===== src/fbid_pkg.sv =====
package fbid_pkg;

  localparam int FBID_NUM_DIGITS = 6;
  localparam int FBID_MID_DEPTH  = 4;
  localparam int FBID_OUT_DEPTH  = 4;

  localparam logic [63:0] FNV_BASIS = 64'd14695981039346656037;

  // floor(2^35 / 31); quotient by 62 is (v >> 1) * RECIP >> 35, low by at most one
  localparam logic [30:0] B62_RECIP = 31'd1108378657;
  localparam int          B62_SHIFT = 35;
  localparam int          B62_PRODW = 62;
  localparam int          B62_QW    = 27;
  localparam logic [6:0]  B62_RADIX = 7'd62;

  typedef logic [6:0] digit_t;

  typedef struct packed {
    logic [7:0] data_byte;
    logic       last_byte;
  } in_req_t;

  typedef struct packed {
    logic [63:0] full_hash;
    logic [31:0] folded_hash;
    digit_t      digit_0;
    digit_t      digit_1;
    digit_t      digit_2;
    digit_t      digit_3;
    digit_t      digit_4;
    digit_t      digit_5;
  } out_req_t;

  typedef struct packed {
    logic [63:0]                         full_hash;
    logic [31:0]                         folded;
    logic [31:0]                         val;
    logic [B62_PRODW-1:0]                prod;
    logic [FBID_NUM_DIGITS-1:0][6:0]     digits;
  } b62_stg_t;

  function automatic digit_t b62_char(input logic [5:0] r);
    digit_t c;
    if (r < 6'd10) begin
      c = 7'd48 + 7'(r);
    end else if (r < 6'd36) begin
      c = 7'd55 + 7'(r);
    end else begin
      c = 7'd61 + 7'(r);
    end
    return c;
  endfunction

endpackage


===== src/fbid_fifo.sv =====
module fbid_fifo #(
  parameter int  DEPTH = 4,
  parameter type T     = logic
) (
  input  logic clk,
  input  logic rst_n,
  input  logic push,
  input  T     wdata,
  output logic full,
  input  logic pop,
  output logic empty,
  output T     rdata
);

  localparam int AW = (DEPTH > 1) ? $clog2(DEPTH) : 1;
  localparam int CW = $clog2(DEPTH + 1);

  T              mem_r [DEPTH];
  logic [AW-1:0] wr_ptr_r, wr_ptr_nxt;
  logic [AW-1:0] rd_ptr_r, rd_ptr_nxt;
  logic [CW-1:0] count_r, count_nxt;
  logic          wr_en, rd_en;

  assign full  = (count_r == CW'(DEPTH));
  assign empty = (count_r == '0);
  assign wr_en = push && !full;
  assign rd_en = pop && !empty;
  assign rdata = mem_r[rd_ptr_r];

  always_comb begin
    wr_ptr_nxt = wr_ptr_r;
    rd_ptr_nxt = rd_ptr_r;
    count_nxt  = count_r;
    if (wr_en) begin
      wr_ptr_nxt = (wr_ptr_r == AW'(DEPTH - 1)) ? '0 : wr_ptr_r + 1'b1;
    end
    if (rd_en) begin
      rd_ptr_nxt = (rd_ptr_r == AW'(DEPTH - 1)) ? '0 : rd_ptr_r + 1'b1;
    end
    if (wr_en && !rd_en) begin
      count_nxt = count_r + 1'b1;
    end else if (rd_en && !wr_en) begin
      count_nxt = count_r - 1'b1;
    end
  end

  always_ff @(posedge clk) begin
    if (!rst_n) begin
      wr_ptr_r <= '0;
      rd_ptr_r <= '0;
      count_r  <= '0;
    end else begin
      wr_ptr_r <= wr_ptr_nxt;
      rd_ptr_r <= rd_ptr_nxt;
      count_r  <= count_nxt;
    end
  end

  always_ff @(posedge clk) begin
    if (wr_en) begin
      mem_r[wr_ptr_r] <= wdata;
    end
  end

endmodule


===== src/fbid_hash.sv =====
module fbid_hash (
  input  logic             clk,
  input  logic             rst_n,
  input  logic             in_push,
  input  fbid_pkg::in_req_t in_req,
  output logic             in_full,
  input  logic             mid_full,
  output logic             mid_push,
  output logic [63:0]      mid_hash
);

  import fbid_pkg::*;

  logic [63:0] hash_r, hash_nxt;
  logic [63:0] x;
  logic [63:0] h_upd;
  logic        accept;

  // x * 0x100000001B3 = x << 40 + x * 0x1B3
  assign x      = hash_r ^ {56'd0, in_req.data_byte};
  assign h_upd  = (x << 40) + (x << 8) + (x << 7) + (x << 5) + (x << 4) + (x << 1) + x;
  assign accept = in_push && !mid_full;

  assign in_full  = mid_full;
  assign mid_push = accept && in_req.last_byte;
  assign mid_hash = h_upd;

  always_comb begin
    hash_nxt = hash_r;
    if (accept) begin
      hash_nxt = in_req.last_byte ? FNV_BASIS : h_upd;
    end
  end

  always_ff @(posedge clk) begin
    if (!rst_n) begin
      hash_r <= FNV_BASIS;
    end else begin
      hash_r <= hash_nxt;
    end
  end

endmodule


===== src/fbid_b62.sv =====
module fbid_b62 (
  input  logic               clk,
  input  logic               rst_n,
  input  logic               in_valid,
  input  logic [63:0]        in_hash,
  output logic               in_ready,
  output logic               out_valid,
  output fbid_pkg::out_req_t out_req,
  input  logic               out_ready
);

  import fbid_pkg::*;

  localparam int ND = FBID_NUM_DIGITS;

  b62_stg_t a_r [ND];
  b62_stg_t b_r [ND];
  b62_stg_t a_nxt [ND];
  b62_stg_t b_nxt [ND];
  logic [ND-1:0] a_v_r, b_v_r;
  logic          adv;

  assign adv      = !b_v_r[ND-1] || out_ready;
  assign in_ready = adv;

  // per digit: stage a multiplies by the reciprocal, stage b corrects and emits
  always_comb begin
    b62_stg_t          src;
    logic [B62_QW-1:0] q0;
    logic [B62_QW-1:0] q;
    logic [32:0]       t;
    logic [32:0]       r_w;
    logic [6:0]        r;
    for (int k = 0; k < ND; k++) begin
      if (k == 0) begin
        src.full_hash = in_hash;
        src.folded    = in_hash[31:0] ^ in_hash[63:32];
        src.val       = in_hash[31:0] ^ in_hash[63:32];
        src.prod      = '0;
        src.digits    = '0;
      end else begin
        src = b_r[k-1];
      end
      a_nxt[k]      = src;
      a_nxt[k].prod = src.val[31:1] * B62_RECIP;

      q0  = a_r[k].prod[B62_SHIFT +: B62_QW];
      t   = {q0, 6'd0} - 33'({q0, 1'b0});
      r_w = {1'b0, a_r[k].val} - t;
      r   = r_w[6:0];
      q   = q0;
      if (r >= B62_RADIX) begin
        r = r - B62_RADIX;
        q = q0 + 1'b1;
      end
      b_nxt[k]                 = a_r[k];
      b_nxt[k].val             = 32'(q);
      b_nxt[k].digits[ND-1-k]  = b62_char(r[5:0]);
    end
  end

  always_ff @(posedge clk) begin
    if (!rst_n) begin
      a_v_r <= '0;
      b_v_r <= '0;
    end else if (adv) begin
      a_v_r <= {b_v_r[ND-2:0], in_valid};
      b_v_r <= a_v_r;
    end
  end

  always_ff @(posedge clk) begin
    if (adv) begin
      for (int k = 0; k < ND; k++) begin
        a_r[k] <= a_nxt[k];
        b_r[k] <= b_nxt[k];
      end
    end
  end

  assign out_valid           = b_v_r[ND-1];
  assign out_req.full_hash   = b_r[ND-1].full_hash;
  assign out_req.folded_hash = b_r[ND-1].folded;
  assign out_req.digit_0     = b_r[ND-1].digits[0];
  assign out_req.digit_1     = b_r[ND-1].digits[1];
  assign out_req.digit_2     = b_r[ND-1].digits[2];
  assign out_req.digit_3     = b_r[ND-1].digits[3];
  assign out_req.digit_4     = b_r[ND-1].digits[4];
  assign out_req.digit_5     = b_r[ND-1].digits[5];

endmodule


===== src/fnv1a64_base62_id_top.sv =====
// FNV-1a 64-bit hash with a six-digit base-62 tag. Push one message byte per request,
// with last_byte set on the final byte; each message yields one result holding the full
// hash, its 32-bit XOR fold and six ASCII base-62 digits (0-9, A-Z, a-z) of the fold
// modulo 62^6, most significant first. Input rate is one byte per cycle while the
// middle queue is not full, set by the combinational hash update (XOR plus a
// constant multiply folded into shifts and adds). Finished hashes pass through a
// MID_DEPTH-entry queue into a 12-stage digit pipeline (two stages per digit:
// reciprocal multiply, then correct) that takes one hash per cycle while the result
// queue has room, then into an OUT_DEPTH-entry result queue. in_full only rises
// when the middle queue is full because results are not being popped.
module fnv1a64_base62_id_top #(
  parameter int MID_DEPTH = fbid_pkg::FBID_MID_DEPTH,
  parameter int OUT_DEPTH = fbid_pkg::FBID_OUT_DEPTH
) (
  input  logic               clk,
  input  logic               rst_n,
  input  logic               in_push,
  input  fbid_pkg::in_req_t  in_req,
  output logic               in_full,
  input  logic               out_pop,
  output logic               out_empty,
  output fbid_pkg::out_req_t out_req
);

  import fbid_pkg::*;

  logic        mid_push, mid_full, mid_empty, mid_pop;
  logic [63:0] mid_hash, mid_head;
  logic        b62_ready, b62_valid, res_full;
  out_req_t    b62_req;

  fbid_hash u_hash (
    .clk      (clk),
    .rst_n    (rst_n),
    .in_push  (in_push),
    .in_req   (in_req),
    .in_full  (in_full),
    .mid_full (mid_full),
    .mid_push (mid_push),
    .mid_hash (mid_hash)
  );

  fbid_fifo #(.DEPTH(MID_DEPTH), .T(logic [63:0])) u_mid_q (
    .clk   (clk),
    .rst_n (rst_n),
    .push  (mid_push),
    .wdata (mid_hash),
    .full  (mid_full),
    .pop   (mid_pop),
    .empty (mid_empty),
    .rdata (mid_head)
  );

  assign mid_pop = !mid_empty && b62_ready;

  fbid_b62 u_b62 (
    .clk       (clk),
    .rst_n     (rst_n),
    .in_valid  (!mid_empty),
    .in_hash   (mid_head),
    .in_ready  (b62_ready),
    .out_valid (b62_valid),
    .out_req   (b62_req),
    .out_ready (!res_full)
  );

  fbid_fifo #(.DEPTH(OUT_DEPTH), .T(out_req_t)) u_out_q (
    .clk   (clk),
    .rst_n (rst_n),
    .push  (b62_valid),
    .wdata (b62_req),
    .full  (res_full),
    .pop   (out_pop),
    .empty (out_empty),
    .rdata (out_req)
  );

endmodule


===== config.mk =====
export PLATFORM = sky130hd
export DESIGN_NAME = fnv1a64_base62_id_top
export DESIGN_NICKNAME = d
export VERILOG_FILES = /design/src/fbid_pkg.sv /design/src/fbid_fifo.sv /design/src/fbid_hash.sv /design/src/fbid_b62.sv /design/src/fnv1a64_base62_id_top.sv
export SDC_FILE = /design/constraint.sdc
export NUM_CORES = 2
export LEC_CHECK = 0
export BUFFER_PORTS_ARGS = -buffer_cell sky130_fd_sc_hd__buf_4
export CORE_UTILIZATION = 60
export CTS_CLUSTER_DIAMETER = 60
export DETAILED_ROUTE_END_ITERATION = 10
export GPL_ROUTABILITY_DRIVEN = 0
export PLACE_DENSITY_LB_ADDON = 0.15
export SLEW_MARGIN = 15
export SYNTH_ARGS = -nofsm -noshare
export SYNTH_HDL_FRONTEND = slang
export SYNTH_SLANG_ARGS = --single-unit

===== constraint.sdc =====
create_clock -name clk -period 79.5 [get_ports clk]
set_input_delay 23.85 -clock clk [delete_from_list [all_inputs] [get_ports clk]]
set_output_delay 23.85 -clock clk [all_outputs]
set_load 0.02 [all_outputs]

# After elaboration in Yosys (flattened, before gate mapping)
# Memory sizes are Yosys's and may differ from the RTL's. A register that Yosys moved wholly into a read port is not among the register bits.
# Cells that the tools add are included.
[word_totals]
mem_count = 4
reg_bits = 90
in_bits = 13
mem_bits_rw = 3562
output_inout_bits = 140
wordCells = 169
[mem_list]
columns = ["name", "words", "width", "rd", "rd_clocked_by_memory_dff", "write_ports", "line_no", "text"]
rows = [
  ["u_b62.a_r", 6, 232, 6, 0, 6, "fbid_b62.sv:16", "b62_stg_t a_r [ND];"],
  ["u_b62.b_r", 6, 227, 6, 0, 6, "fbid_b62.sv:17", "b62_stg_t b_r [ND];"],
  ["u_out_q.mem_r", 4, 138, 1, 1, 1, "fbid_fifo.sv:18", "T mem_r [DEPTH];"],
  ["u_mid_q.mem_r", 4, 64, 1, 1, 1, "fbid_fifo.sv:18", ""],
]
[classes]
n_eq_ne = 6
addsub = 56
n_reduce_logical = 25
mul = 6
mux = 43
bitwise_logic = 2
order_cmp = 18
[op_table]
columns = ["cell", "n"]
rows = [
  ["$add A64 B64 Y64", 6],
  ["$mul A31 B31 Y62 const B", 6],
  ["$add A27 B1 Y27 const B", 6],
  ["$mux W27", 6],
  ["$add A6 B6 Y7 const A", 18],
  ["$mux W7", 12],
  ["$sub A7 B7 Y7", 12],
  ["$mux W64", 1],
  ["$xor A64 B8 Y64", 1],
  ["$ge A7 B6 Y1 const B", 6],
  ["$lt A6 B4 Y1 const B", 6],
  ["$lt A6 B6 Y1 const B", 6],
  ["$mux W6", 6],
  ["$sub A6 B6 Y6 const B", 6],
  ["$xor A32 B32 Y32", 1],
  ["$mux W2", 8],
  ["$mux W3", 4],
  ["$logic_and A1 B1 Y1", 11],
  ["$logic_not A1 Y1", 9],
  ["$add A2 B1 Y2 const B", 4],
  ["$eq A2 B2 Y1 const B", 4],
  ["$add A3 B1 Y3 const B", 2],
  ["$eq A3 B3 Y1 const B", 2],
  ["$logic_not A3 Y1", 2],
  ["other kinds (4)", 11],
]

# Depth between registers and ports, before layout
[logic_depth]
ltp_word = 9
depth_mapped = 26
ltp_nobuf = 24

# By module
# From an unflattened synthesis, not the netlist that was laid out.
[unflattened]
hier_cells = 8410
area_unflattened_um2 = 129365.3
[by_module_without_submodules]
columns = ["module", "cells_per_inst", "instances", "seq_area_each_um2", "area_per_inst_um2"]
rows = [
  ["fbid_b62", 5816, 1, 49817.8, 86182.7],
  ["fbid_fifo at u_out_q", 772, 1, 16756.1, 20503.4],
  ["fbid_hash", 1434, 1, 1281.2, 12874.8],
  ["fbid_fifo at u_mid_q", 385, 1, 7867.5, 9790.6],
  ["fnv1a64_base62_id_top", 3, 1, 0.0, 13.8],
]

# Least setup slack after synthesis
# No wires, ideal clock.
[synth_timing]
path_type = "register -> register"
from = "register u_out_q.count_r[0]"
to = "memory u_b62.a_r[0][100] (netlist name), enable pin"
path_stages_with_launch = 5
path_buffers = 1
slack_ns = 31.419
period_less_slack_ns = 48.081
setup_ns = 2.672
arrival_time_ns = 45.409
t_required_ns = 76.828
path_cell_list = "dfxtp_1 -> nor2_1 -> and3_1 -> inv_1 -> clkbuf_1"
[synth_lines]
columns = ["element", "line_no", "text"]
rows = [
  ["start, declared", "fbid_fifo.sv:21", "logic [CW-1:0] count_r, count_nxt;"],
  ["start signal, assigned", "fbid_fifo.sv:55", "count_r <= count_nxt;"],
  ["end, declared", "fbid_b62.sv:16", ""],
]

# Worst setup path in the final report
[layout_timing]
from = "input in_req[7] (netlist name)"
to = "register u_hash.hash_r[54]"
[layout_between]
elab_chain_cells = 8
[layout_rtl]
columns = ["element", "line_no", "text"]
rows = [
  ["start, declared", "fnv1a64_base62_id_top.sv:18", "input fbid_pkg::in_req_t in_req,"],
  ["$xor A64 B8 Y64 *", "fbid_hash.sv:20", "assign x = hash_r ^ {56'd0, in_req.data_byte};"],
  ["$add A64 B64 Y64 (5 in series)", "fbid_hash.sv:21", "assign h_upd = (x << 40) + (x << 8) + (x << 7) + (x << 5) + (x << 4) + (x << 1) + x;"],
  ["$add A64 B64 Y64 *", "fbid_hash.sv:21", ""],
  ["net mid_hash[54]", "fnv1a64_base62_id_top.sv:28", "logic [63:0] mid_hash, mid_head;"],
  ["$mux W64 *", "fbid_hash.sv:31", "hash_nxt = in_req.last_byte ? FNV_BASIS : h_upd;"],
  ["end signal, assigned", "fbid_hash.sv:39", "hash_r <= hash_nxt;"],
  ["end, declared", "fbid_hash.sv:14", "logic [63:0] hash_r, hash_nxt;"],
]
# The timed path passes the listed nets; every way through them passes the cells marked *.
# A chain may end at the register's enable or synchronous reset.

==> metrics.yaml <==
sta:
  maxSlewHeadroom_pct: 26.5
  setup_viol: 0
  fmax_mhz: 34.3
  skew_ns: 0.137
  tns_ns: 0
  fin_crit_ns: 29.17
  rsz0062_at_grt: "false"
  hold_violations: 0
  timing.final.crit_share_pct: 36.7
  whs_ns: 0.322
  final_max_slew_viol_count: 0
  tightestPinTransition_ns: 1.10
place:
  port-buffer-count: 152
  dpl.cell_count: 10952
  hpwl_mm: 172
setup_path:
  cp_cell_sequence: "buf_4, xor2_1, inv_1, fa_1, inv_1, fa_1, fa_1, ha_1, ha_1, o21ai_1, o21bai_1, a31oi_1, o21ai_2, a21oi_1, o31a_1, o31ai_1, a21oi_1, xnor2_1, a211o_1"
  slowest_stage: "xor2_1"
  worstPathMaxFanout: 6
  cp.arrival_ns: 29.98
  cpMostUsedCell: "fa_1"
  setup.worst_path.start: "in_req[7]"
  path_class: "primary input to flip-flop"
  crit_path_max_incr_delay_ns: 0.67
  critical-path-top-delay-family: "compound AO/OA/AOI/OAI gates"
  crit_buf_inv: 3
  crit_path_start_kind: "primary input"
  cp_data_required_time_ns: 80.31
  end_kind: "flip-flop"
clocking:
  path_clk_slew_ns: 0.06
  clockRootBuffer: "clkbuf_16"
  cts.sinks: 2553
  insertion_delay_ns: 0.92
  clk_path_buf_depth: 3
  cts_resized: 0
  cts_hold_buffers: 0
  cts_tree: "yes"
  postCtsSetupRepairBufs: 0
  h-tree-depth: 4
  cts_buffers: 237
final_layout:
  regArea_mm2: 0.0757
  drive_gt1_share_pct: 9.67
  fill_cells: 14242
  nets: 10371
  multi_input_area_mm2: 0.0472
  final_cells: 11399
  areaGrowthSynthToFinish_pct: 9.90
  final_util_pct: 66.6
die:
  dieArea_mm2: 0.214
  io_pins: 153
  core_region_area_mm2: 0.210
  start_util_pct: 60.6
  die_x_um: 463
  die_y_um: 463
  placementRows: 168
synthesis:
  yosysSeqAreaShare_pct: 59.4
  async_flop_share_pct: 0
  synthDistinctLibCells: 98
  synth_nets: 10026
  ys.flop_type: "edfxtp_1"
  avgSynthCellArea_um2: 15.9
  synth_edf_count: 2459
  synth-seq-cells: 2553
  syn_inst: 8041
  syn-cell-area_mm2: 0.127
  yosys_warnings: 0
min_path:
  min_from: "u_b62.b_r[0][132]$_DFFE_PN_"
  min_path_type: "flip-flop to flip-flop"
global_route:
  grt_remaining_overflow: 0
  grt_pass1_vias: 68033
  grt_pass1_wl_mm: 388
  grt_max_degree: 203
  grtUsageTotal_pct: 23.6
  antenna_found_initial: 2
run:
  drv_cap: 0
routing:
  drtIter0Drc: 4896
  via_per_inst: 5.69
  totalWireLength_mm: 248
  route.detailed.drc: 0
  vias: 64889
  wl_per_cell_um: 21.8
  ant_nets: 0
  first_pass_iters: 6
status:
  outcome: "complete, no violations"
-- metal layers --
metal	vias to the layer above	track usage, %	wire length (um)
met5	-	0	13
met2	1901	38.9	120000
li1	30041	-	-
met3	457	4.34	15600
met1	32488	32.5	106000
met4	2	6.45	6650
-- placed cells by master (no fill, tap or decap), types with 11 or more instances in the layout --
cell / instances
a22oi_1: 28
o211ai_1: 27
and2_1: 19
o21bai_1: 29
nor3_1: 50
xor2_1: 151
o21a_1: 49
and3_1: 46
clkbuf_16: 237
inv_1: 1105
ha_1: 1373
nand2b_1: 31
nand2_1: 224
a211oi_1: 24
a211o_1: 12
nor2b_1: 35
a21o_1: 126
nand4_1: 51
dfxtp_1: 90
o31ai_1: 19
xnor2_1: 223
o21ai_0: 133
nand3b_1: 14
clkinv_2: 47
bufinv_16: 23
a31oi_1: 29
mux4_2: 202
or3_1: 17
a21oi_1: 232
clkbuf_1: 33
clkinvlp_4: 12
clkinv_16: 11
buf_4: 208
nand3_1: 108
nor2_1: 189
clkinv_1: 64
edfxtp_1: 2459
fa_1: 599
mux2i_1: 19
-- flip-flops by register name, indices dropped and copies added (netlist names), named ones only --
| signal | flops |
|---|---|
| u_out_q.count_r | 3 |
| u_out_q.mem_r | 552 |
| u_mid_q.wr_ptr_r | 2 |
| u_mid_q.rd_ptr_r | 2 |
| u_b62.a_r | 823 |
| u_mid_q.count_r | 3 |
| u_b62.b_r | 828 |
| u_out_q.rd_ptr_r | 2 |
| u_b62.a_v_r | 6 |
| u_hash.hash_r | 64 |
| u_b62.b_v_r | 6 |
| u_mid_q.mem_r | 256 |
| u_out_q.wr_ptr_r | 2 |
-- worst paths after layout --
kind	to	slack, ns	cells past startpoint
worst max-delay path	u_hash.hash_r[54]$_SDFFE_PN1P_	50.33	19
worst min-delay path	u_b62.a_r[1][137]$_DFFE_PN_	0.32	0
worst max register to register	u_b62.a_r[0][99]$_DFFE_PN_	70.55	25
worst min register to register	u_b62.a_r[1][137]$_DFFE_PN_	0.32	0
-- cells by family (layout without fill, tap and decap cells) --
group	Yosys count	after routing	synth area share [%]
AND/OR/NAND/NOR	855	855	3.34
adder cells (fa/ha/maj)	1972	1972	22.9
other	0	1	0
buffers and inverters	1210	1762	3.58
XOR/XNOR	374	374	2.57
flip-flops	2553	2553	59.4
AO/OA/AOI/OAI	849	849	4.45
multiplexers	228	228	3.78
-- metrics by stage --
step / worst slack, ns / cell area, um2
2_1_floorplan: 31.42 / 127000
3_3_place_gp: 49.50 / 132000
3_5_place_dp: 49.44 / 132000
4_1_cts: 50.42 / 140000
5_1_grt: 49.98 / 140000
6_report: 50.33 / 140000
-- Yosys cell counts, types with 23 or more instances --
| library cell | number | area share, % |
|---|---|---|
| nand2_1 | 224 | 0.66 |
| buf_1 | 26 | 0.077 |
| o21bai_1 | 29 | 0.17 |
| fa_1 | 599 | 9.4 |
| mux4_2 | 202 | 3.6 |
| and3_1 | 50 | 0.25 |
| dfxtp_1 | 94 | 1.5 |
| a21oi_1 | 232 | 0.91 |
| and2_1 | 23 | 0.11 |
| nand4_1 | 51 | 0.25 |
| o21a_1 | 49 | 0.29 |
| nor3_1 | 50 | 0.20 |
| a31oi_1 | 29 | 0.14 |
| nand3_1 | 108 | 0.42 |
| a22oi_1 | 28 | 0.16 |
| xor2_1 | 151 | 1.0 |
| xnor2_1 | 223 | 1.5 |
| clkbuf_1 | 66 | 0.19 |
| o211ai_1 | 27 | 0.16 |
| a21o_1 | 126 | 0.74 |
| nor2b_1 | 36 | 0.18 |
| o21ai_0 | 133 | 0.52 |
| a211oi_1 | 24 | 0.14 |
| inv_1 | 1107 | 3.3 |
| edfxtp_1 | 2459 | 58 |
| ha_1 | 1373 | 13 |
| nand2b_1 | 32 | 0.16 |
| nor2_1 | 191 | 0.56 |
-- layout make-up --
| type | instances | share of cell area [%] |
|---|---|---|
| antenna | 1 | 0.00179 |
| clock buffer | 271 | 4.33 |
| clock inverter | 175 | 1.29 |
| inverter | 1107 | 2.97 |
| multi-input combinational | 4278 | 33.7 |
| sequential | 2553 | 54.1 |
| tap | 2805 | 2.51 |
| timing repair buffer | 209 | 1.13 |
Power is left out: the tool's default activity adds up to more than one toggle a clock period on the data nets, which glitch-free logic cannot reach.
